`src/hdl/ccp_pkg.sv`:
```
// Shared constants and types for the contour colormap pixel pipeline.
// No dependencies.
`default_nettype none

package ccp_pkg;

    localparam int FRAC_BITS_DEF = 16;
    localparam int LEVEL_W       = 17;
    localparam int IN_TDATA_W    = 56;
    localparam int PIXEL_W       = 32;
    localparam logic [7:0] ALPHA_BYTE = 8'hFF;

    // Per-stage load enables, stage 1 is nearest the input.
    typedef struct packed {
        logic s1;
        logic s2;
        logic s3;
        logic s4;
        logic s5;
        logic s6;
    } stage_en_t;

endpackage

`default_nettype wire

```
`src/hdl/ccp_term.sv`:
```
// Contour term (4*s*(1.01-s))^4 for one channel over stages 1 to 4.
// Depends on ccp_pkg.
`default_nettype none

module ccp_term
    import ccp_pkg::*;
#(
    parameter int FRAC_BITS = FRAC_BITS_DEF
)
(
    input  wire logic                 clk,
    input  wire stage_en_t            en,
    input  wire logic [LEVEL_W-1:0]   level,
    output logic      [FRAC_BITS:0]   term
);

    localparam int FW  = FRAC_BITS + 1;
    localparam int PW  = 2 * FW;
    localparam int UW  = FRAC_BITS + 2;
    localparam int SW  = (LEVEL_W > FW) ? LEVEL_W : FW;
    localparam logic [63:0] ONE  = 64'd1 << FRAC_BITS;
    localparam logic [63:0] K101 = (64'd101 * ONE + 64'd50) / 64'd100;

    logic [SW-1:0]   lvl_ext;
    logic [FW-1:0]   s_next;
    logic [FW-1:0]   s_reg;
    logic [FW-1:0]   d_reg;
    logic [PW-1:0]   prod_reg;
    logic [FW-1:0]   t_val;
    logic [PW-1:0]   tsq_reg;
    logic [UW-1:0]   u_val;
    logic [2*UW-1:0] usq_reg;
    logic [UW-1:0]   v_val;

    always_comb
    begin
        lvl_ext = SW'(level);
        s_next  = (lvl_ext > SW'(ONE)) ? FW'(ONE) : FW'(lvl_ext);
        t_val   = FW'(prod_reg >> (FRAC_BITS - 2));
        u_val   = UW'(tsq_reg >> FRAC_BITS);
        v_val   = UW'(usq_reg >> FRAC_BITS);
        term    = (v_val > UW'(ONE)) ? FW'(ONE) : FW'(v_val);
    end

    always_ff @(posedge clk)
    begin
        if (en.s1)
        begin
            s_reg <= s_next;
            d_reg <= FW'(K101) - s_next;
        end
        if (en.s2)
        begin
            prod_reg <= PW'(s_reg) * PW'(d_reg);
        end
        if (en.s3)
        begin
            tsq_reg <= PW'(t_val) * PW'(t_val);
        end
        if (en.s4)
        begin
            usq_reg <= (2*UW)'(u_val) * (2*UW)'(u_val);
        end
    end

endmodule

`default_nettype wire

```
`config.mk`:
```
export PLATFORM = sky130hd
export DESIGN_NAME = ccp_term
export DESIGN_NICKNAME = d
export VERILOG_FILES = /design/src/hdl/ccp_pkg.sv /design/src/hdl/ccp_term.sv
export SDC_FILE = /design/constraint.sdc
export NUM_CORES = 2
export LEC_CHECK = 0
export BUFFER_PORTS_ARGS = -buffer_cell sky130_fd_sc_hd__buf_2
export CAP_MARGIN = 0
export CELL_PAD_IN_SITES_DETAIL_PLACEMENT = 1
export CELL_PAD_IN_SITES_GLOBAL_PLACEMENT = 2
export CORE_MARGIN = 10
export CORE_UTILIZATION = 44
export CTS_CLUSTER_DIAMETER = 50
export DETAILED_ROUTE_END_ITERATION = 8
export PLACE_DENSITY = 0.93
export SLEW_MARGIN = 20
export SYNTH_ARGS = -nofsm -noshare
export SYNTH_HDL_FRONTEND = slang
export SYNTH_SLANG_ARGS = --single-unit
```
`constraint.sdc`:
```
create_clock -name clk -period 7.7 [get_ports clk]
set_input_delay 2.31 -clock clk [delete_from_list [all_inputs] [get_ports clk]]
set_output_delay 2.31 -clock clk [all_outputs]
set_load 0.02 [all_outputs]
```
---- Word-level counts from Yosys, hierarchy flattened ----
Cells that the tools add are included.
operators by class
  divide/modulo/power cells ............... 0
  magnitude comparators ................... 2
  equal/unequal tests ..................... 0
  multiply operators ...................... 3
  reductions and logical operators ........ 0
  multiplexer cells ....................... 2
  bitwise operators ....................... 0
  add/subtract/negate cells ............... 1
  shift-type cells ........................ 0
operators by type and width
  operator                count
  $mul 17x17->34          1
  $mul 18x18->34          1
  $mux 17                 2
  $mul 17x17->31          1
  $gt 18x17->1 const B    1
  $gt 17x17->1 const B    1
  $sub 17x17->17 const A  1
storage, ports and cells
  memories kept ........................... 0
  latch bits .............................. 0
  bits of input ports ..................... 24
  memory bits (writable) .................. 0
  word-level logic and storage cells ...... 13
  register bits after elaboration ......... 133
  ROM bits ................................ 0
  output and inout port bits .............. 17

---- Longest topological paths before layout ----
  depth in word-level cells ............... 3
  gate-level depth with buffers ........... 26
  depth with buffers taken out ............ 24

---- Worst setup path before layout ----
Ideal clock, no wire load.
  kind .................................... register to register
  start point ............................. register prod_reg[21]
  end point ............................... register tsq_reg[27] (data pin)
  clock period less this slack ............ 6.163 ns
  library setup time ...................... 0.262 ns
  required time ........................... 7.438 ns
  arrival time ............................ 5.901 ns
  setup slack ............................. 1.537 ns
  buffers on the path ..................... 1
  stages on the path, launching flop included .. 24
  cell sequence ........................... edfxtp_1 -> clkbuf_1 -> nand2_1 -> fa_1 -> inv_1 -> fa_1 -> inv_1 -> fa_1 -> inv_1 -> fa_1 -> fa_1 -> inv_1 -> fa_1 -> inv_1 -> ha_1 -> a21o_1 -> a21o_1 -> a221o_1 -> a211oi_2 -> o21ai_2 -> o21a_1 -> a21oi_2 -> o21bai_1 -> xor2_1
on the way
  cells in the longest elaborated chain, start to end .. 1
ends and longest elaborated chain
  item                    RTL line        source
  start, declared         ccp_term.sv:28  logic [PW-1:0] prod_reg;
  start signal, assigned  ccp_term.sv:54  prod_reg <= PW'(s_reg) * PW'(d_reg);
  $mul 17x17->34          ccp_term.sv:58  tsq_reg <= PW'(t_val) * PW'(t_val);
  end signal, assigned    ccp_term.sv:58
  end, declared           ccp_term.sv:30  logic [PW-1:0] tsq_reg;
Every way passes these cells.
A chain may end at the register's enable or synchronous reset.

---- Worst setup path in the final report ----
  start point ............................. register s_reg[7]
  end point ............................... register prod_reg[30] (data pin)
on the way
  cells in the longest elaborated chain, start to end .. 1
ends and longest elaborated chain
  item                    RTL line        source
  start, declared         ccp_term.sv:26  logic [FW-1:0] s_reg;
  start signal, assigned  ccp_term.sv:49  s_reg <= s_next;
  $mul 17x17->31          ccp_term.sv:54
Every way passes these cells.

==> metrics.yaml <==
timing:
  tns_ns: 0
  fin_crit_ns: 7.189
  tightest_slew_ns: 0.9732
  rsz0062_at_grt: "false"
  slew_violations: 0
  clock.fmax_ghz: 0.1391
  finalHoldViolCount: 0
  setup_viol: 0
  clock_skew_ns: 0.01154
  layout_worst_path_cycle_share_pct: 93.37
  maxSlewHeadroom_pct: 35.12
worst_setup_path:
  worstSetupPathType: "flop to flop"
  cp-end-kind: "flop"
  path_common_cell: "fa_1"
  crit_fanout: 17
  path_delay_family: "adder cells"
  cp.depth: 21
  crit_buf_inv: 5
  crit_chain: "nand2_1 > fa_1 > inv_1 > fa_1 > inv_1 > fa_1 > inv_1 > fa_1 > fa_1 > inv_1 > fa_1 > inv_1 > ha_1 > and4_1 > a32oi_1 > nand4b_1 > a311oi_2 > o21ai_1 > nor4_1 > nor3_1 > xnor2_1"
  r2r_cells: 21
  crit_required_ns: 7.85
  critical-path-max-stage-delay_ns: 0.86
  start_kind: "flop"
  crit_path_top_delay_cell: "edfxtp_1"
  cp.arrival_ns: 7.34
die:
  start_util_pct: 44.30
  die_h_um: 271.5
  die_w_um: 271.5
  ios: 41
  fp-row-count: 92
  core_um2: 62850
  dieArea_um2: 73730
logic_synthesis:
  synth_edf_count: 86
  synth.ff_latch_count: 86
  async_flop_share_pct: 0
  synth_area_leader_cell: "fa_1"
  synth_area_leaders: "fa_1 45%, ha_1 13%, inv_1 12%, edfxtp_1 9.3%, and2_1 5.7%"
  synthCells: 2962
  synth_warnings: 0
  synth_area_um2: 27840
  synth_area_per_cell_um2: 9.399
  ys_seq_area_share_pct: 9.276
  synthDistinctLibCells: 57
  postSynthNetCount: 3908
  synth_top_area_share_pct: 44.87
  synth_top_flop_cell: "edfxtp_1"
worst_hold_path:
  whs_path_depth: 5
  min_path_type: "flop to flop"
cts:
  clockBufferDepth: 2
  cts_hold_buffers: 0
  cts_resized: 0
  cts_root_buf: "clkbuf_16"
  cts_setup_buffers: 0
  cts_buffers: 9
  insertion_delay_ns: 0.40
  clk_pin_slew_ns: 0.07
  h-tree-depth: 3
  clkSinkCount: 86
  cts_tree: "built"
flow_run:
  maxCapViolCount: 0
detailed_routing:
  drtAntennaViolNets: 0
  drcViolationCount: 0
  via_count: 18820
  first_pass_iters: 5
  vias_per_cell: 4.953
  wl_per_cell_um: 16.99
  wirelength_um: 64560
  drt_iter0_drc: 741
layout:
  layout.nets: 3894
  final_cell_mix: "897 x inv_1, 624 x fa_1, 352 x nand2_1"
  antennaDiodeCount: 0
  drive_above_1_share_pct: 3.420
  fin_util_pct: 46.53
  synthToLayoutAreaGrowth_pct: 5.042
  final_common_cell: "inv_1"
grt:
  grt-ovfl-total: 0
  grt_max_degree: 34
  grt_pass1_vias: 22950
  grt_first_pass_wirelength_um: 111800
  antenna_found_initial: 0
  grt_use_total_pct: 18.61
place:
  dp_hpwl_um: 56040
  place_congestion: 0.8296
  io_buffers: 38
status:
  status: "complete, no violations"
==> cell type report <==
cell class	instances	area, µm²
flip-flops and latches	86	2582
fillers	7276	33610
multi-input cells	1893	21570
clock buffers	9	225.2
inverters	897	3367
repair buffers	61	362.8
well taps	846	1059
clock inverters	7	81.33
==> cells in the mapped netlist (3+ instances only) <==
master	count
xnor2_1	62
xor2_1	19
and2_1	254
a21o_1	17
a211oi_1	5
ha_1	298
o21a_1	14
edfxtp_1	86
o21ai_1	4
nor3_1	19
nor4_1	7
o31ai_1	3
or2_2	6
nand2_1	352
o211ai_1	3
o21bai_1	5
a21oi_2	7
and3_1	7
clkbuf_1	85
o21ai_0	20
inv_1	897
nor2_1	53
fa_1	624
o21ai_2	3
nand4_1	6
nand2b_1	6
or3_1	3
nor2b_1	15
a21oi_1	38
nand3_1	9
==> worst reg2reg max path, stage by stage, from the launching register on <==
cell      delay [ns]
edfxtp_1        0.86
nand2_1         0.20
fa_1            0.58
inv_1           0.05
fa_1            0.51
inv_1           0.06
fa_1            0.53
inv_1           0.05
fa_1            0.44
fa_1            0.49
inv_1           0.05
fa_1            0.47
inv_1           0.04
ha_1            0.34
and4_1          0.20
a32oi_1         0.41
nand4b_1        0.34
a311oi_2        0.54
o21ai_1         0.26
nor4_1          0.29
nor3_1          0.12
xnor2_1         0.14
==> stage by stage <==
step	cell area [µm²]	std cells	hold slack, ns	setup slack (ns)
floorplan	27840	2962	0.8263	1.537
detailed placement	28940	3783	1.169	0.5387
global route	29240	3799	1.271	0.2176
finish	29240	3799	1.174	0.5106
CTS	29240	3799	1.193	0.5266
global placement	28940	3783	1.106	0.8691
==> worst paths after layout <==
check,startpoint,endpoint,slack [ns]
setup / recovery,s_reg[7]$_DFFE_PP_,prod_reg[30]$_DFFE_PP_,0.51
hold / removal,s_reg[16]$_DFFE_PP_,prod_reg[30]$_DFFE_PP_,1.17
setup reg to reg,s_reg[7]$_DFFE_PP_,prod_reg[30]$_DFFE_PP_,0.51
hold reg to reg,s_reg[16]$_DFFE_PP_,prod_reg[30]$_DFFE_PP_,1.17
==> cell families (layout without fill, tap and decap cells) <==
family	count (synthesis)	in the layout	share of synthesized area (%)
compound gates	144	144	3.559
xor+xnor	81	81	2.548
fa+ha+maj	922	922	58.26
buf+inv	983	974	13.26
flops	86	86	9.276
mux	3	3	0.1168
simple gates	743	743	12.98
==> metal layers <==
layer	global-route usage, %	routed length, µm	vias up	share of wire (%)
met2	34.42	34130	265	53
li1	-	-	8561	-
met4	5.263	1449	0	2.2
met5	0	0	-	0
met1	22.72	27360	9894	42
met3	1.688	1613	95	2.5
Power is left out: the tool's default activity adds up to more than one toggle a clock period on the data nets, which glitch-free logic cannot reach.
