<file path="src/hdl/ccp_pkg.sv">
// Shared constants and types for the contour colormap pixel pipeline.
// No dependencies.
`default_nettype none

package ccp_pkg;

    localparam int FRAC_BITS_DEF = 16;
    localparam int LEVEL_W       = 17;
    localparam int IN_TDATA_W    = 56;
    localparam int PIXEL_W       = 32;
    localparam logic [7:0] ALPHA_BYTE = 8'hFF;

    // Per-stage load enables, stage 1 is nearest the input.
    typedef struct packed {
        logic s1;
        logic s2;
        logic s3;
        logic s4;
        logic s5;
        logic s6;
    } stage_en_t;

endpackage

`default_nettype wire

</file>
<file path="src/hdl/ccp_mix.sv">
// Color mixing of three contour terms and byte scaling, stages 5 and 6.
// Depends on ccp_pkg.
`default_nettype none

module ccp_mix
    import ccp_pkg::*;
#(
    parameter int FRAC_BITS = FRAC_BITS_DEF
)
(
    input  wire logic                 clk,
    input  wire stage_en_t            en,
    input  wire logic [FRAC_BITS:0]   c0,
    input  wire logic [FRAC_BITS:0]   c1,
    input  wire logic [FRAC_BITS:0]   c2,
    output logic      [PIXEL_W-1:0]   pixel
);

    localparam int CW   = FRAC_BITS + 1;
    localparam int SUMW = FRAC_BITS + 3;
    localparam int XW   = FRAC_BITS + 9;
    localparam logic [63:0] ONE = 64'd1 << FRAC_BITS;

    logic [CW:0]          sum12;
    logic [CW-1:0]        half12;
    logic [SUMW-1:0]      gsum;
    logic [SUMW-1:0]      ghalf;
    logic [CW-1:0]        max01;
    logic [CW-1:0]        red_next;
    logic [CW-1:0]        green_next;
    logic [CW-1:0]        blue_next;
    logic [CW-1:0]        red_reg;
    logic [CW-1:0]        green_reg;
    logic [CW-1:0]        blue_reg;
    logic [XW-1:0]        red_x;
    logic [XW-1:0]        green_x;
    logic [XW-1:0]        blue_x;
    logic [PIXEL_W-1:0]   pixel_reg;

    always_comb
    begin
        sum12      = (CW+1)'(c1) + (CW+1)'(c2);
        half12     = CW'(sum12 >> 1);
        red_next   = (c0 < half12) ? c0 : half12;
        gsum       = SUMW'(c0) + SUMW'(c1) + SUMW'(c2);
        ghalf      = gsum >> 1;
        green_next = (ghalf > SUMW'(ONE)) ? CW'(ONE) : CW'(ghalf);
        max01      = (c1 > c0) ? c1 : c0;
        blue_next  = (c2 > max01) ? c2 : max01;
    end

    // x * 255 as (x << 8) - x
    always_comb
    begin
        red_x   = (XW'(red_reg)   << 8) - XW'(red_reg);
        green_x = (XW'(green_reg) << 8) - XW'(green_reg);
        blue_x  = (XW'(blue_reg)  << 8) - XW'(blue_reg);
    end

    always_ff @(posedge clk)
    begin
        if (en.s5)
        begin
            red_reg   <= red_next;
            green_reg <= green_next;
            blue_reg  <= blue_next;
        end
        if (en.s6)
        begin
            pixel_reg <= {ALPHA_BYTE, red_x[FRAC_BITS+7:FRAC_BITS],
                          green_x[FRAC_BITS+7:FRAC_BITS], blue_x[FRAC_BITS+7:FRAC_BITS]};
        end
    end

    assign pixel = pixel_reg;

endmodule

`default_nettype wire

</file>
<file path="config.mk">
export PLATFORM = sky130hd
export DESIGN_NAME = ccp_mix
export DESIGN_NICKNAME = d
export VERILOG_FILES = /design/src/hdl/ccp_pkg.sv /design/src/hdl/ccp_mix.sv
export SDC_FILE = /design/constraint.sdc
export NUM_CORES = 1
export LEC_CHECK = 0
export ABC_AREA = 1
export BUFFER_PORTS_ARGS = -buffer_cell sky130_fd_sc_hd__buf_2
export CORE_MARGIN = 1
export CORE_UTILIZATION = 55
export CTS_CLUSTER_DIAMETER = 100
export CTS_CLUSTER_SIZE = 20
export DETAILED_ROUTE_END_ITERATION = 10
export PLACE_DENSITY_LB_ADDON = 0.2
export SLEW_MARGIN = 20
export SYNTH_ARGS = -nofsm -noshare
export SYNTH_HDL_FRONTEND = slang
export SYNTH_SLANG_ARGS = --single-unit
</file>
<file path="constraint.sdc">
create_clock -name clk -period 4.27 [get_ports clk]
set_input_delay 0.427 -clock clk [delete_from_list [all_inputs] [get_ports clk]]
set_output_delay 0.427 -clock clk [all_outputs]
set_load 0.01 [all_outputs]
</file>
== Word level (Yosys, flattened, before mapping) ==
Cells that the tools add are included.
Widths: inputs -> output; s select.

* Multiplexer cells: 3
* Order comparisons: 4
* $add $sub $neg: 6

{| class="wikitable"
|+ Operator list
! operator !! number
|-
| $sub 24x17->24 || 3
|-
| $mux 17 || 3
|-
| $add 17x17->18 || 2
|-
| $gt 17x17->1 || 2
|-
| $add 18x17->19 || 1
|-
| $gt 18x17->1 const B || 1
|-
| $lt 17x17->1 || 1
|}

* Flip-flop bits (word level): 75
* Output and inout port bits: 32

== Depth between registers and ports, before layout ==
* Word-level depth: 4
* Depth in mapped cells: 27

== Worst setup path before layout ==
No wires, ideal clock.

* Path kind: in2reg
* Start point: input port c0[2]
* End point: register blue_reg[6], data pin
* Setup slack: 0.721 ns
* Path buffers: 2
* Required time: 4.016 ns
* Stages on the path: 26
* Arrival: 3.295 ns
* Path through: inv_1 ha_1 nand2_1 inv_1 o21ai_0 nand2_1 nand2_1 nand3_1 nand2_1 o211ai_2 nand2_1 clkbuf_1 nand2_1 nand2_1 ha_1 nand2_1 inv_1 o21ai_0 nand2_1 a21oi_1 nand3_1 nand2_1 clkinv_1 buf_2 nand2_1 nand2_1

* Word-level cells in the longest chain between the ends: 4

{| class="wikitable"
|+ Ends and longest elaborated chain
! element !! line !! text
|-
| start, declared || ccp_mix.sv:13 || <nowiki>input wire logic [FRAC_BITS:0] c0,</nowiki>
|-
| $gt 17x17->1 || ccp_mix.sv:48 || <nowiki>max01 = (c1 > c0) ? c1 : c0;</nowiki>
|-
| $mux 17 * || ccp_mix.sv:48 ||
|-
| $gt 17x17->1 || ccp_mix.sv:49 || <nowiki>blue_next = (c2 > max01) ? c2 : max01;</nowiki>
|-
| $mux 17 * || ccp_mix.sv:49 ||
|-
| via blue_next[6] || ccp_mix.sv:31 || <nowiki>logic [CW-1:0] blue_next;</nowiki>
|-
| end signal, assigned || ccp_mix.sv:66 || <nowiki>blue_reg <= blue_next;</nowiki>
|-
| end, declared || ccp_mix.sv:34 || <nowiki>logic [CW-1:0] blue_reg;</nowiki>
|}

The timed path passes the listed nets; every way through them passes the cells marked *.
A chain may end at the register's enable or synchronous reset.

== Final worst setup path ==
* Start point: input port c2[2]
* End point: register red_reg[15], data pin

* Word-level cells in the longest chain between the ends: 3

{| class="wikitable"
|+ Ends and longest elaborated chain
! element !! line !! text
|-
| start, declared || ccp_mix.sv:15 || <nowiki>input wire logic [FRAC_BITS:0] c2,</nowiki>
|-
| $add 17x17->18 * || ccp_mix.sv:42 || <nowiki>sum12 = (CW+1)'(c1) + (CW+1)'(c2);</nowiki>
|-
| $lt 17x17->1 || ccp_mix.sv:44 || <nowiki>red_next = (c0 < half12) ? c0 : half12;</nowiki>
|-
| $mux 17 * || ccp_mix.sv:44 ||
|-
| via red_next[15] || ccp_mix.sv:29 || <nowiki>logic [CW-1:0] red_next;</nowiki>
|-
| end signal, assigned || ccp_mix.sv:64 || <nowiki>red_reg <= red_next;</nowiki>
|-
| end, declared || ccp_mix.sv:32 || <nowiki>logic [CW-1:0] red_reg;</nowiki>
|}

Marked as above.

==> flow_summary.toml <==
[sta]
fmax_mhz = 269
finalCritPeriodShare_pct = 86.9
setup_viol = 0
relSlewSlack_pct = 58.0
timing.setup.tns_ns = 0
fin_crit_ns = 3.71
worst_pin_slew_ns = 0.631
finalClockSkew_ns = 0.00319
fin_ws_ns = 0.558
slew_violations = 0
hold_violations = 0
rsz0062_at_grt = "false"

[worst_setup_path]
critPathArrivalTime_ns = 3.78
required_ns = 4.34
crit_fanout = 13
crit_type = "input port to register"
startpoint_type = "input port"
end_kind = "register"

[place]
gp_congestion = 0.994
pre_cts_ws_ns = 0.307
dp.final_hpwl_um = 17200
port_buffers = 77

[finish]
n_antenna_cell = 0
nets = 1329
drive_gt1_share_pct = 12.5
synthToLayoutAreaGrowth_pct = 10.7
largest_reg_flops = 24

[clock_tree]
cts_tree = "built"
clkLatencyLatePin_ns = 0.34
h-tree-depth = 3
clk_pin_slew_ns = 0.06
cts_made_buffers = 9
cts.path.max_buffers = 2
root_buffer = "clkbuf_16"
cts.sinks = 75
cts_setup_buffers = 0
ctsResizeCount = 0
cts_hold_buf = 0

[power_and_ir_drop]
switching_share_pct = 41.8
netSwitchingPower_w = 0.00148
leakage_nw = 4.63
pwr-share-clk_pct = 20.2
p_comb_share_pct = 47.9
power.density_nw_per_um2 = 401
intPower_w = 0.00206
peakVddDrop_mv = 0.208
seq_power_share_pct = 31.9

[status]
status = "finished, final reports clean"

[synth]
synth.distinct_cells = 47
synth_edf_count = 75
async_reset_ff_share_pct = 0
yosysMostFrequentCell = "nand2_1"
yosys_warnings = 0
synth_area_leaders = "edfxtp_1 (28%), ha_1 (17%), nand2_1 (15%)"
synth_area_um2 = 7990
synth_commonest_cells = "nand2_1 (322), inv_1 (158), ha_1 (110)"
ys_seq_elements = 75
synth_top_area_cell = "edfxtp_1"
syn_avg_cell_area_um2 = 7.54
synth_ff_type = "edfxtp_1"
synth_top_area_share_pct = 28.2
ys_seq_area_share_pct = 28.2
syn_inst = 1059

[floorplan]
fp.dieH_um = 122
die_x_um = 122
rows = 43
start_util_pct = 56.9
pin_count = 90
die_area_um2 = 15000
core_area_um2 = 14000

[grt]
grt_use_total_pct = 28.7
grt_max_degree = 52
grt_pass1_wl_um = 32900
grt_pass1_vias = 6949
antenna_found_initial = 0
grt_overflow_total = 0

[drt]
routed_wl_um = 20200
routed_via_density = 5.42
vias = 7201
routedWlPerCell_um = 15.2
detail-route-antenna-nets = 0
drc = 0
first_pass_iters = 5
drt_iter0_drc = 456

[hold_path]
holdCritPathClass = "input port to register"

[run]
drv_cap = 0
placed cells by master (no fill, tap or decap), types with 4 or more instances in the layout:
cell type / count
nor4_1: 11
nor2_2: 4
a21oi_2: 11
a21o_1: 5
nand3b_1: 5
nand3_2: 4
conb_1: 8
nor2_1: 42
inv_1: 158
xor2_1: 17
buf_2: 76
o21ai_0: 47
o21bai_1: 4
buf_4: 8
xnor2_1: 6
a21oi_1: 69
nand3_1: 48
nand4_1: 25
fa_1: 18
edfxtp_1: 75
nor3_1: 11
clkbuf_16: 9
ha_1: 110
nand2_2: 11
nand2_1: 322
inv_2: 6
layout make-up:
class / count / area, um2
Fill cell: 1286 / 5200
Multi-Input combinational cell: 808 / 5020
Sequential cell: 75 / 2250
Inverter: 165 / 619
Timing Repair Buffer: 84 / 440
Clock buffer: 9 / 225
Tap cell: 180 / 225
Clock inverter: 7 / 60.1
kinds of logic (layout without fill, tap and decap cells):
logic type / after synthesis / in the layout / share of synthesized area (%)
AO/OA/AOI/OAI: 155 / 155 / 11.1
adder cells (fa/ha/maj): 128 / 128 / 21.7
buffers and inverters: 183 / 265 / 9.24
flip-flops: 75 / 75 / 28.2
XOR/XNOR: 23 / 23 / 2.52
other: 1 / 8 / 0.0470
AND/OR/NAND/NOR: 494 / 494 / 27.1
final timing paths:
| check | cells past startpoint | from | endpoint | slack (ns) |
|---|---|---|---|---|
| worst min register to register | 2 | green_reg[14] | pixel[14] | 0.55 |
| worst max register to register | 9 | blue_reg[14] | pixel[7] | 1.94 |
| worst min-delay path | 3 | c2[0] | blue_reg[0] | 0.44 |
| worst max-delay path | 18 | c2[2] | red_reg[15] | 0.56 |
power by group through the flow:
| stage | clock (W) | combinational, W | sequential (W) |
|---|---|---|---|
| after global routing | 0.000757 | 0.00194 | 0.00115 |
| after detailed placement | 0 | 0.00168 | 0.00114 |
| final | 0.000716 | 0.00170 | 0.00113 |
| after floorplan | 0 | 0.00119 | 0.00115 |
| after global placement | 0 | 0.00165 | 0.00114 |
| after CTS | 0.000730 | 0.00169 | 0.00113 |
critical path, cell delays in order:
cell      delay (ns)
buf_2           0.14
ha_1            0.37
nand2_1         0.07
o21ai_0         0.31
a21boi_0        0.22
o21bai_1        0.26
nand2_1         0.11
o21bai_1        0.19
inv_1           0.06
nand2_1         0.07
nand2_1         0.05
ha_1            0.29
nand4_1         0.15
nor2_1          0.20
nand4_1         0.10
nand3_1         0.11
inv_1           0.17
o21ai_0         0.48
routing by layer:
layer | routed length (um) | part of all wire [%] | global-route usage, % | up-vias
li1 | - | - | - | 3692
met1 | 8890 | 44 | 36.2 | 3181
met2 | 9150 | 45 | 47.5 | 270
met3 | 1250 | 6.2 | 3.76 | 58
met4 | 951 | 4.7 | 15.9 | 0
met5 | 0 | 0 | 0 | -
per-stage QoR:
stage                     hold WS, ns  instances  instance area [um2]  power (W)  util (%)
after floorplan                 0.512       1066                 8010    0.00234         -
after global placement          0.527       1312                 8560    0.00279      60.9
after detailed placement        0.532       1312                 8560    0.00282      60.9
after CTS                       0.424       1328                 8840    0.00355      63.0
after global routing            0.473       1328                 8840    0.00384      63.0
final                           0.439       1328                 8840    0.00354      63.0
Power figures use the tool's default switching activity.
