### config.mk
export PLATFORM = sky130hd
export DESIGN_NAME = ccp_ctrl
export DESIGN_NICKNAME = d
export VERILOG_FILES = /design/src/hdl/ccp_pkg.sv /design/src/hdl/ccp_ctrl.sv
export SDC_FILE = /design/constraint.sdc
export NUM_CORES = 1
export LEC_CHECK = 0
export BUFFER_PORTS_ARGS = -buffer_cell sky130_fd_sc_hd__buf_2
export CORE_AREA = 2 2 39 41
export CTS_CLUSTER_DIAMETER = 40
export CTS_CLUSTER_SIZE = 30
export DETAILED_ROUTE_END_ITERATION = 8
export DIE_AREA = 0 0 41 43
export PLACE_DENSITY = 0.51
export SLEW_MARGIN = 30
export SYNTH_ARGS = -nofsm -noshare
export SYNTH_HDL_FRONTEND = slang
export SYNTH_SLANG_ARGS = --single-unit
### constraint.sdc
create_clock -name clk -period 2.6 [get_ports clk]
set_clock_uncertainty 0.2 [all_clocks]
set_input_delay 0.39 -clock clk [delete_from_list [all_inputs] [get_ports clk]]
set_output_delay 0.39 -clock clk [all_outputs]
set_load 0.05 [all_outputs]
### src/hdl/ccp_pkg.sv
// Shared constants and types for the contour colormap pixel pipeline.
// No dependencies.
`default_nettype none

package ccp_pkg;

    localparam int FRAC_BITS_DEF = 16;
    localparam int LEVEL_W       = 17;
    localparam int IN_TDATA_W    = 56;
    localparam int PIXEL_W       = 32;
    localparam logic [7:0] ALPHA_BYTE = 8'hFF;

    // Per-stage load enables, stage 1 is nearest the input.
    typedef struct packed {
        logic s1;
        logic s2;
        logic s3;
        logic s4;
        logic s5;
        logic s6;
    } stage_en_t;

endpackage

`default_nettype wire

### src/hdl/ccp_ctrl.sv
// Valid tracking and stall control for the six-stage pixel pipeline.
// Depends on ccp_pkg.
`default_nettype none

module ccp_ctrl
    import ccp_pkg::*;
(
    input  wire logic      clk,
    input  wire logic      rst_n,
    input  wire logic      in_valid,
    output logic           in_ready,
    output logic           out_valid,
    input  wire logic      out_ready,
    output stage_en_t      en
);

    logic [5:0] valid_reg;
    logic [5:0] valid_next;

    // A stage loads when it is empty or the stage after it moves.
    always_comb
    begin
        en.s6 = !valid_reg[5] || out_ready;
        en.s5 = !valid_reg[4] || en.s6;
        en.s4 = !valid_reg[3] || en.s5;
        en.s3 = !valid_reg[2] || en.s4;
        en.s2 = !valid_reg[1] || en.s3;
        en.s1 = !valid_reg[0] || en.s2;
    end

    always_comb
    begin
        valid_next[0] = en.s1 ? in_valid     : valid_reg[0];
        valid_next[1] = en.s2 ? valid_reg[0] : valid_reg[1];
        valid_next[2] = en.s3 ? valid_reg[1] : valid_reg[2];
        valid_next[3] = en.s4 ? valid_reg[2] : valid_reg[3];
        valid_next[4] = en.s5 ? valid_reg[3] : valid_reg[4];
        valid_next[5] = en.s6 ? valid_reg[4] : valid_reg[5];
    end

    always_ff @(posedge clk or negedge rst_n)
    begin
        if (!rst_n)
        begin
            valid_reg <= '0;
        end
        else
        begin
            valid_reg <= valid_next;
        end
    end

    assign in_ready  = en.s1;
    assign out_valid = valid_reg[5];

endmodule

`default_nettype wire

[After elaboration in Yosys (flattened, before gate mapping)]
Cells that the tools add are included.
Storage, ports and cells
  input bits: 4
  logic and storage cells: 18
  output and inout port bits: 8
  memories: 0
  ROM bits: 0
  RAM bits: 0
  bits in latches: 0
  flip-flop bits (word level): 6
Cells by class
  reductions and logical operators: 12
  div/mod/pow operators: 0
  order comparisons: 0
  shift-type cells: 0
  eq/ne operators: 0
  add/subtract/negate cells: 0
  multiplexer cells: 0
  bitwise gates (word level): 0
  multipliers: 0
Operator list (number)
  1-bit logical NOT: 6
  1-bit logical OR: 6

[Depth between registers and ports, before layout]
Gate-level depths: netlist (run 1).
  word-level depth: 7
  mapped depth: 4

[Worst setup path after synthesis (run 1)]
Ideal clock, no wire load.
  kind: register -> output
  start point: register valid_reg[5]
  end point: output port en[5] (netlist bit)
  cell stages (with the launch flop): 5
  buffers on the path: 2
  setup slack: 0.055 ns
  arrival: 1.955 ns
  required time: 2.010 ns
  cell sequence: dfrtp_1 -> and4b_1 -> buf_6 -> nand4_1 -> buf_4
On the way
  word-level cells in the longest chain between the ends: 7
Ends and longest elaborated chain
  from (decl): line ccp_ctrl.sv:17  | logic [5:0] valid_reg;
  from (signal assigned): line ccp_ctrl.sv:49  | valid_reg <= valid_next;
  1-bit logical NOT: line ccp_ctrl.sv:23  | en.s6 = !valid_reg[5] || out_ready;
  1-bit logical OR: line ccp_ctrl.sv:23
  1-bit logical OR: line ccp_ctrl.sv:24  | en.s5 = !valid_reg[4] || en.s6;
  1-bit logical OR: line ccp_ctrl.sv:25  | en.s4 = !valid_reg[3] || en.s5;
  1-bit logical OR: line ccp_ctrl.sv:26  | en.s3 = !valid_reg[2] || en.s4;
  1-bit logical OR: line ccp_ctrl.sv:27  | en.s2 = !valid_reg[1] || en.s3;
  1-bit logical OR: line ccp_ctrl.sv:28  | en.s1 = !valid_reg[0] || en.s2;
  to (decl): line ccp_ctrl.sv:14  | output stage_en_t en
Every way passes these cells.

==> metrics.csv, run 1 <==
metric;value;unit
status;finished, final reports clean;
unrepaired setup endpoints after global routing;no;
port bufs;11;
global route total overflow;0;
MaxCap Viol Count;0;
Fin Hold WS;141.1;ps
vias per cell;4.060;
LEAKAGE;0.1535;nW
diodes inserted;0;
Sink Count;6;
post-synth top area share;58.54;%
Critical Path RT;2010;ps
CTS tree;done;
Async SR Flop Fraction;100.0;%
Critical Path AT;1360;ps
worst-margin pin slew;258.7;ps
Hold Vio Cnt, Final;0;
Synth Register Bits;6;
mapped cell area;256.5;µm²
Initial Utilization;18.54;%
drt drc;0;
CP Class;reg -> out;
top post-synthesis cells by count;dfrtp_1, nand2b_1;
hpwl dp;338.1;µm
Synth area leader;dfrtp_1;
global-route wire length before repair;745;µm
vias after detailed routing;203;
Core Util, Final;24.95;%
synthesis-to-finish area growth;34.63;%
post-synth net total;25;
pwr/cell area;858.8;nW/µm²
HP Class;in -> reg;
drt pass-1 iters;2;
Slew Viols, Final;0;
CP Launch Type;flip-flop;
core area;1384;µm²
crit end category;primary output;
H-tree depth;1;
DRT iter0 DRCs;4;
Die ar.;1763;µm²
maximum VDD drop;399.9;µV
Setup TNS;0;ps
Post-synth EDFFs;0;
Mapped Avg Cell Area;12.21;µm²
# nets final;40;
Setup WS post-layout;654.4;ps
Max transition margin;82.74;%
height of the die;43;µm
Top FF cell, synth;dfrtp_1;
clk root buf;clkbuf_4;
# IOs;12;
Min Clock Period, post-route;1946;ps
layout cells sized above 1;41.18;%
GPL Wtd Cong;0.6130;
post-synthesis sequential area ratio;58.54;%
placed inst area;312.8;µm²
GR Util All Layers;6.876;%
Avg WL per Cell;9.220;µm
top-count cell post-synth;dfrtp_1;
total CTS buffers;3;
most area-consuming cells after synthesis;dfrtp_1, nand2b_1, buf_6, a41o_1, and4b_1;
wirelength, routed;461;µm
CTS Buffer Depth;2;
clk slew on worst S/H paths;50;ps
post-CTS sizing;0;
clk_lat worst skew;240;ps
largest net degree at the start of global routing;9;
Die X;41;µm
Final Cell Area;345.3;µm²
pre-CTS setup slack;739.4;ps
Period Utilization, post-route;74.83;%
Post-Syn Instances;21;
Max Fclk;514.0;MHz
worst-path fanout max;8;
# rows;14;
Final ANT Viol Nets;0;
Ys Warns;0;
number of distinct library cells after synthesis;14;
initial antenna violation count;0;
max reg flops;6;
Setup Viol. Count Final;0;
number of global-route vias before repair;185;
[worst paths after layout]
check,from,endpoint,slack [ps],cells past startpoint
hold / removal,in_valid,valid_reg[0],140,2
setup reg to reg,valid_reg[4],valid_reg[0],1350,2
hold reg to reg,valid_reg[3],valid_reg[4],250,1
min in group asynchronous,rst_n,valid_reg[3],300,2
max in group asynchronous,rst_n,valid_reg[0],1750,2
setup / recovery,valid_reg[5],en[5],650,3
[through the flow]
stage                     total power [mW]  instances
after global routing                0.3159         50
final                               0.2966         50
after detailed placement            0.2125         46
after global placement              0.2127         46
after floorplan                     0.1972         21
after CTS                           0.3022         50
[layout make-up]
type	count	area [µm²]
clock buffers	3	22.52
fillers	152	1039
inverters	1	3.754
multi-input cells	12	83.83
flip-flops and latches	6	150.1
well taps	16	20.02
repair buffers	12	65.06
[worst max-delay path, cell delays in order (launching register included)]
cell and delay (ps):
dfrtp_1 370, and4b_1 350, nand4_1 150, buf_2 240
[power by group]
| part | switching, mW | internal [mW] | leakage [nW] | total (mW) |
|---|---|---|---|---|
| Sequential | 0.0114 | 0.106 | 0.0631 | 0.118 |
| Combinational | 0.0694 | 0.0243 | 0.0766 | 0.0937 |
| Clock | 0.0332 | 0.0522 | 0.0138 | 0.0853 |
| Total | 0.114 | 0.183 | 0.154 | 0.297 |
[cell families after synthesis]
| group | after synthesis | share of synthesized area [%] |
|---|---|---|
| compound gates | 3 | 10.25 |
| simple gates | 9 | 22.44 |
| buf+inv | 3 | 8.780 |
| flops | 6 | 58.54 |
[repair_timing]
| item | 4_1_cts | 5_1_grt |
|---|---|---|
| endpoints found under the hold margin | 6 | 0 |
| setup buffers | 0 | 0 |
| hold buffers | 1 | 0 |
[placed cells by master (no fill, tap or decap)]
cell           count
nand2b_1           3
nand2_1            1
nand3_1            1
clkbuf_4           3
inv_1              1
and4b_1            1
dfrtp_1            6
a21o_1             1
a41o_1             1
nand3b_1           1
a31o_1             1
nand4_1            1
or2_1              1
buf_2             11
dlygate4sd3_1      1
[metal layers]
layer  GRT usage [%]  vias to the layer above  part of all wire, %
met4           2.000                        0                    0
met1           7.566                       90                   50
met5               0                        -                    0
met3           7.853                        0                   15
li1                -                      100                    -
met2           8.438                       13                   35
(Power assumes the default switching activity.)
==> run 2: changes to the inputs <==
--- a/config.mk
+++ b/config.mk
@@ -11,7 +11,7 @@
 export CTS_CLUSTER_SIZE = 30
 export DETAILED_ROUTE_END_ITERATION = 8
 export DIE_AREA = 0 0 41 43
-export PLACE_DENSITY = 0.51
+export PLACE_DENSITY = 0.52
 export SLEW_MARGIN = 30
 export SYNTH_ARGS = -nofsm -noshare
 export SYNTH_HDL_FRONTEND = slang
==> constraint.sdc (replaced) <==
create_clock -name clk -period 1.6 [get_ports clk]
set_clock_uncertainty 0.2 [all_clocks]
set_input_delay 0.24 -clock clk [delete_from_list [all_inputs] [get_ports clk]]
set_output_delay 0.24 -clock clk [all_outputs]
set_load 0.05 [all_outputs]
==> run 2 against run 1 <==
  * The run now ends with setup timing left
  * First-iteration DRC count down 75%
  * Clock-buffer cell count rose by 1
  * Die area unchanged
  * Hold slack worse by 53 ps
  * Critical path type unchanged
  * Critical endpoint is now in_ready
  * Highest routed layer is now met4
==> metrics.csv, run 2 (synthesis gave the netlist of run 1 again) <==
metric;value;unit;change
vias after detailed routing;229;;was 203
worst-margin pin slew;247.8;ps;was 258.7 ps
layout cells sized above 1;52.50;%;was 41.18%
Die X;41;µm;unchanged
# nets final;45;;was 40
GR Util All Layers;8.603;%;was 6.876%
CP Launch Type;flip-flop;;unchanged
CTS tree;done;;unchanged
CP Class;reg -> out;;unchanged
H-tree depth;1;;unchanged
max reg flops;6;;unchanged
global route total overflow;0;;unchanged
DRT iter0 DRCs;1;;was 4
clk_lat worst skew;260;ps;was 240 ps
CTS Buffer Depth;2;;unchanged
slowest CP cell;dfrtp_2;;was dfrtp_1
most frequent cells in the layout;clkbuf_4, dfrtp_1, buf_2, buf_6, buf_4;;was buf_2, dfrtp_1, nand2b_1, clkbuf_4
Setup TNS;-405.7;ps;was 0 ps
# rows;14;;unchanged
pre-CTS setup slack;97.43;ps;was 739.4 ps
crit path cell chain;and4b_2, nand4_1, buf_6;;was and4b_1, nand4_1, buf_2
largest net degree at the start of global routing;8;;was 9
Avg WL per Cell;10.39;µm;was 9.220 µm
Core Util, Final;31.19;%;was 24.95%
crit path buf inv count;1;;unchanged
Fillers;142;;was 152
Seq pwr share;34.1;%;was 39.6%
Clk pwr share;28.5;%;was 28.8%
delay-heaviest family, CP;simple AND/OR/NAND/NOR gates;;unchanged
Hold Vio Cnt, Final;0;;unchanged
Critical Path RT;1160;ps;was 2010 ps
Final ANT Viol Nets;0;;unchanged
Max Fclk;583.7;MHz;
Min Clock Period, post-route;1713;ps;
hpwl dp;329.3;µm;was 338.1 µm
worst reg2reg path startpoint;valid_reg[5];;was valid_reg[4]
drt drc;0;;unchanged
non-filler instance count after layout;56;;was 50
HP Class;in -> reg;;unchanged
GPL Wtd Cong;0.5863;;was 0.6130
synthesis-to-finish area growth;68.29;%;was 34.63%
clk root buf;clkbuf_4;;unchanged
initial antenna violation count;0;;unchanged
Die ar.;1763;µm²;unchanged
hold wc startpoint;out_ready;;was in_valid
core area;1384;µm²;unchanged
crit path from;valid_reg[5];;unchanged
vias per cell;4.089;;was 4.060
max incr delay on CP;390;ps;was 370 ps
MaxCap Viol Count;0;;unchanged
pwr/cell area;1297;nW/µm²;was 858.8 nW/µm²
worst-path fanout max;5;;was 8
height of the die;43;µm;unchanged
maximum VDD drop;469.4;µV;was 399.9 µV
Slew Viols, Final;0;;unchanged
clk slew on worst S/H paths;50;ps;about the same
Fin Hold WS;87.84;ps;was 141.1 ps
Max transition margin;83.60;%;was 82.74%
switch share;37.23;%;was 38.43%
number of global-route vias before repair;210;;was 185
total CTS buffers;3;;unchanged
Initial Utilization;18.54;%;unchanged
unrepaired setup endpoints after global routing;yes;;was no
port bufs;11;;unchanged
wirelength, routed;582;µm;was 461 µm
switching power;0.2085;mW;was 0.1140 mW
Critical Path AT;1270;ps;was 1360 ps
Setup Viol. Count Final;5;;was 0
global-route wire length before repair;876;µm;was 745 µm
Setup WS post-layout;-113.3;ps;was 654.4 ps
LEAKAGE;0.1962;nW;was 0.1535 nW
crit end category;primary output;;unchanged
Int Pwr;0.3515;mW;was 0.1826 mW
Cell Count Post-Placement;47;;was 46
Sink Count;6;;unchanged
Period Utilization, post-route;107.1;%;
# IOs;12;;unchanged
drt pass-1 iters;2;;unchanged
diodes inserted;0;;unchanged
status;finished with violations;;was finished, final reports clean
R2R Setup Slk;230;ps;was 1350 ps
failing checks;setup timing;;
combinational power share;37.4;%;was 31.6%
==> run 2: what timing repair did <==
| item | 4_1_cts | 5_1_grt |
|---|---|---|
| pin swaps | 2 | 1 |
| buffers inserted | 2 | 1 |
| hold buffers | 2 | 0 |
| gates resized for setup | 11 | 4 |
| setup endpoints to repair | 5 | 7 |
| endpoints found under the hold margin | 7 | 0 |
==> run 2: worst register-to-register path, stage by stage, from the launching register on <==
cell,delay [ps]
dfrtp_2,390
and4b_2,280
buf_4,150
a41o_1,220
==> run 2: layout make-up <==
class                   instances  area (µm²)  area share, %
clock buffers                   4       26.28          6.087
inverters                       1       3.754         0.8696
multi-input cells              12       85.08          19.71
flip-flops and latches          6       151.4          35.07
well taps                      16       20.02          4.638
repair buffers                 17       145.1          33.62
==> run 2: final timing paths <==
| path | end | depth (start not counted) |
|---|---|---|
| worst max register to register | valid_reg[0] | 3 |
| max in group asynchronous | valid_reg[5] | 2 |
| worst min-delay path | valid_reg[5] | 3 |
| min in group asynchronous | valid_reg[1] | 2 |
| worst max-delay path | in_ready | 3 |
| worst min register to register | valid_reg[4] | 1 |
==> run 2: power by group through the flow <==
stage	logic [mW]	clock network (mW)	registers [mW]
5_1_grt	0.221	0.184	0.193
6_report	0.210	0.159	0.191
3_5_place_dp	0.158	0	0.193
2_1_floorplan	0.125	0	0.198
4_1_cts	0.195	0.163	0.189
3_3_place_gp	0.157	0	0.195
==> run 2: metrics by stage <==
stage	power [mW]	area, µm²
4_1_cts	0.5468	415.4
3_3_place_gp	0.3522	321.6
6_report	0.5600	431.7
5_1_grt	0.5976	431.7
3_5_place_dp	0.3512	321.6
2_1_floorplan	0.3225	261.5
==> run 2: metal layers <==
layer | GRT usage [%] | vias to the layer above | part of all wire (%)
met5 | 0 | - | 0
met1 | 8.251 | 100 | 40
li1 | - | 112 | -
met2 | 10.94 | 15 | 45
met3 | 8.377 | 2 | 13
met4 | 6.000 | 0 | 1.7
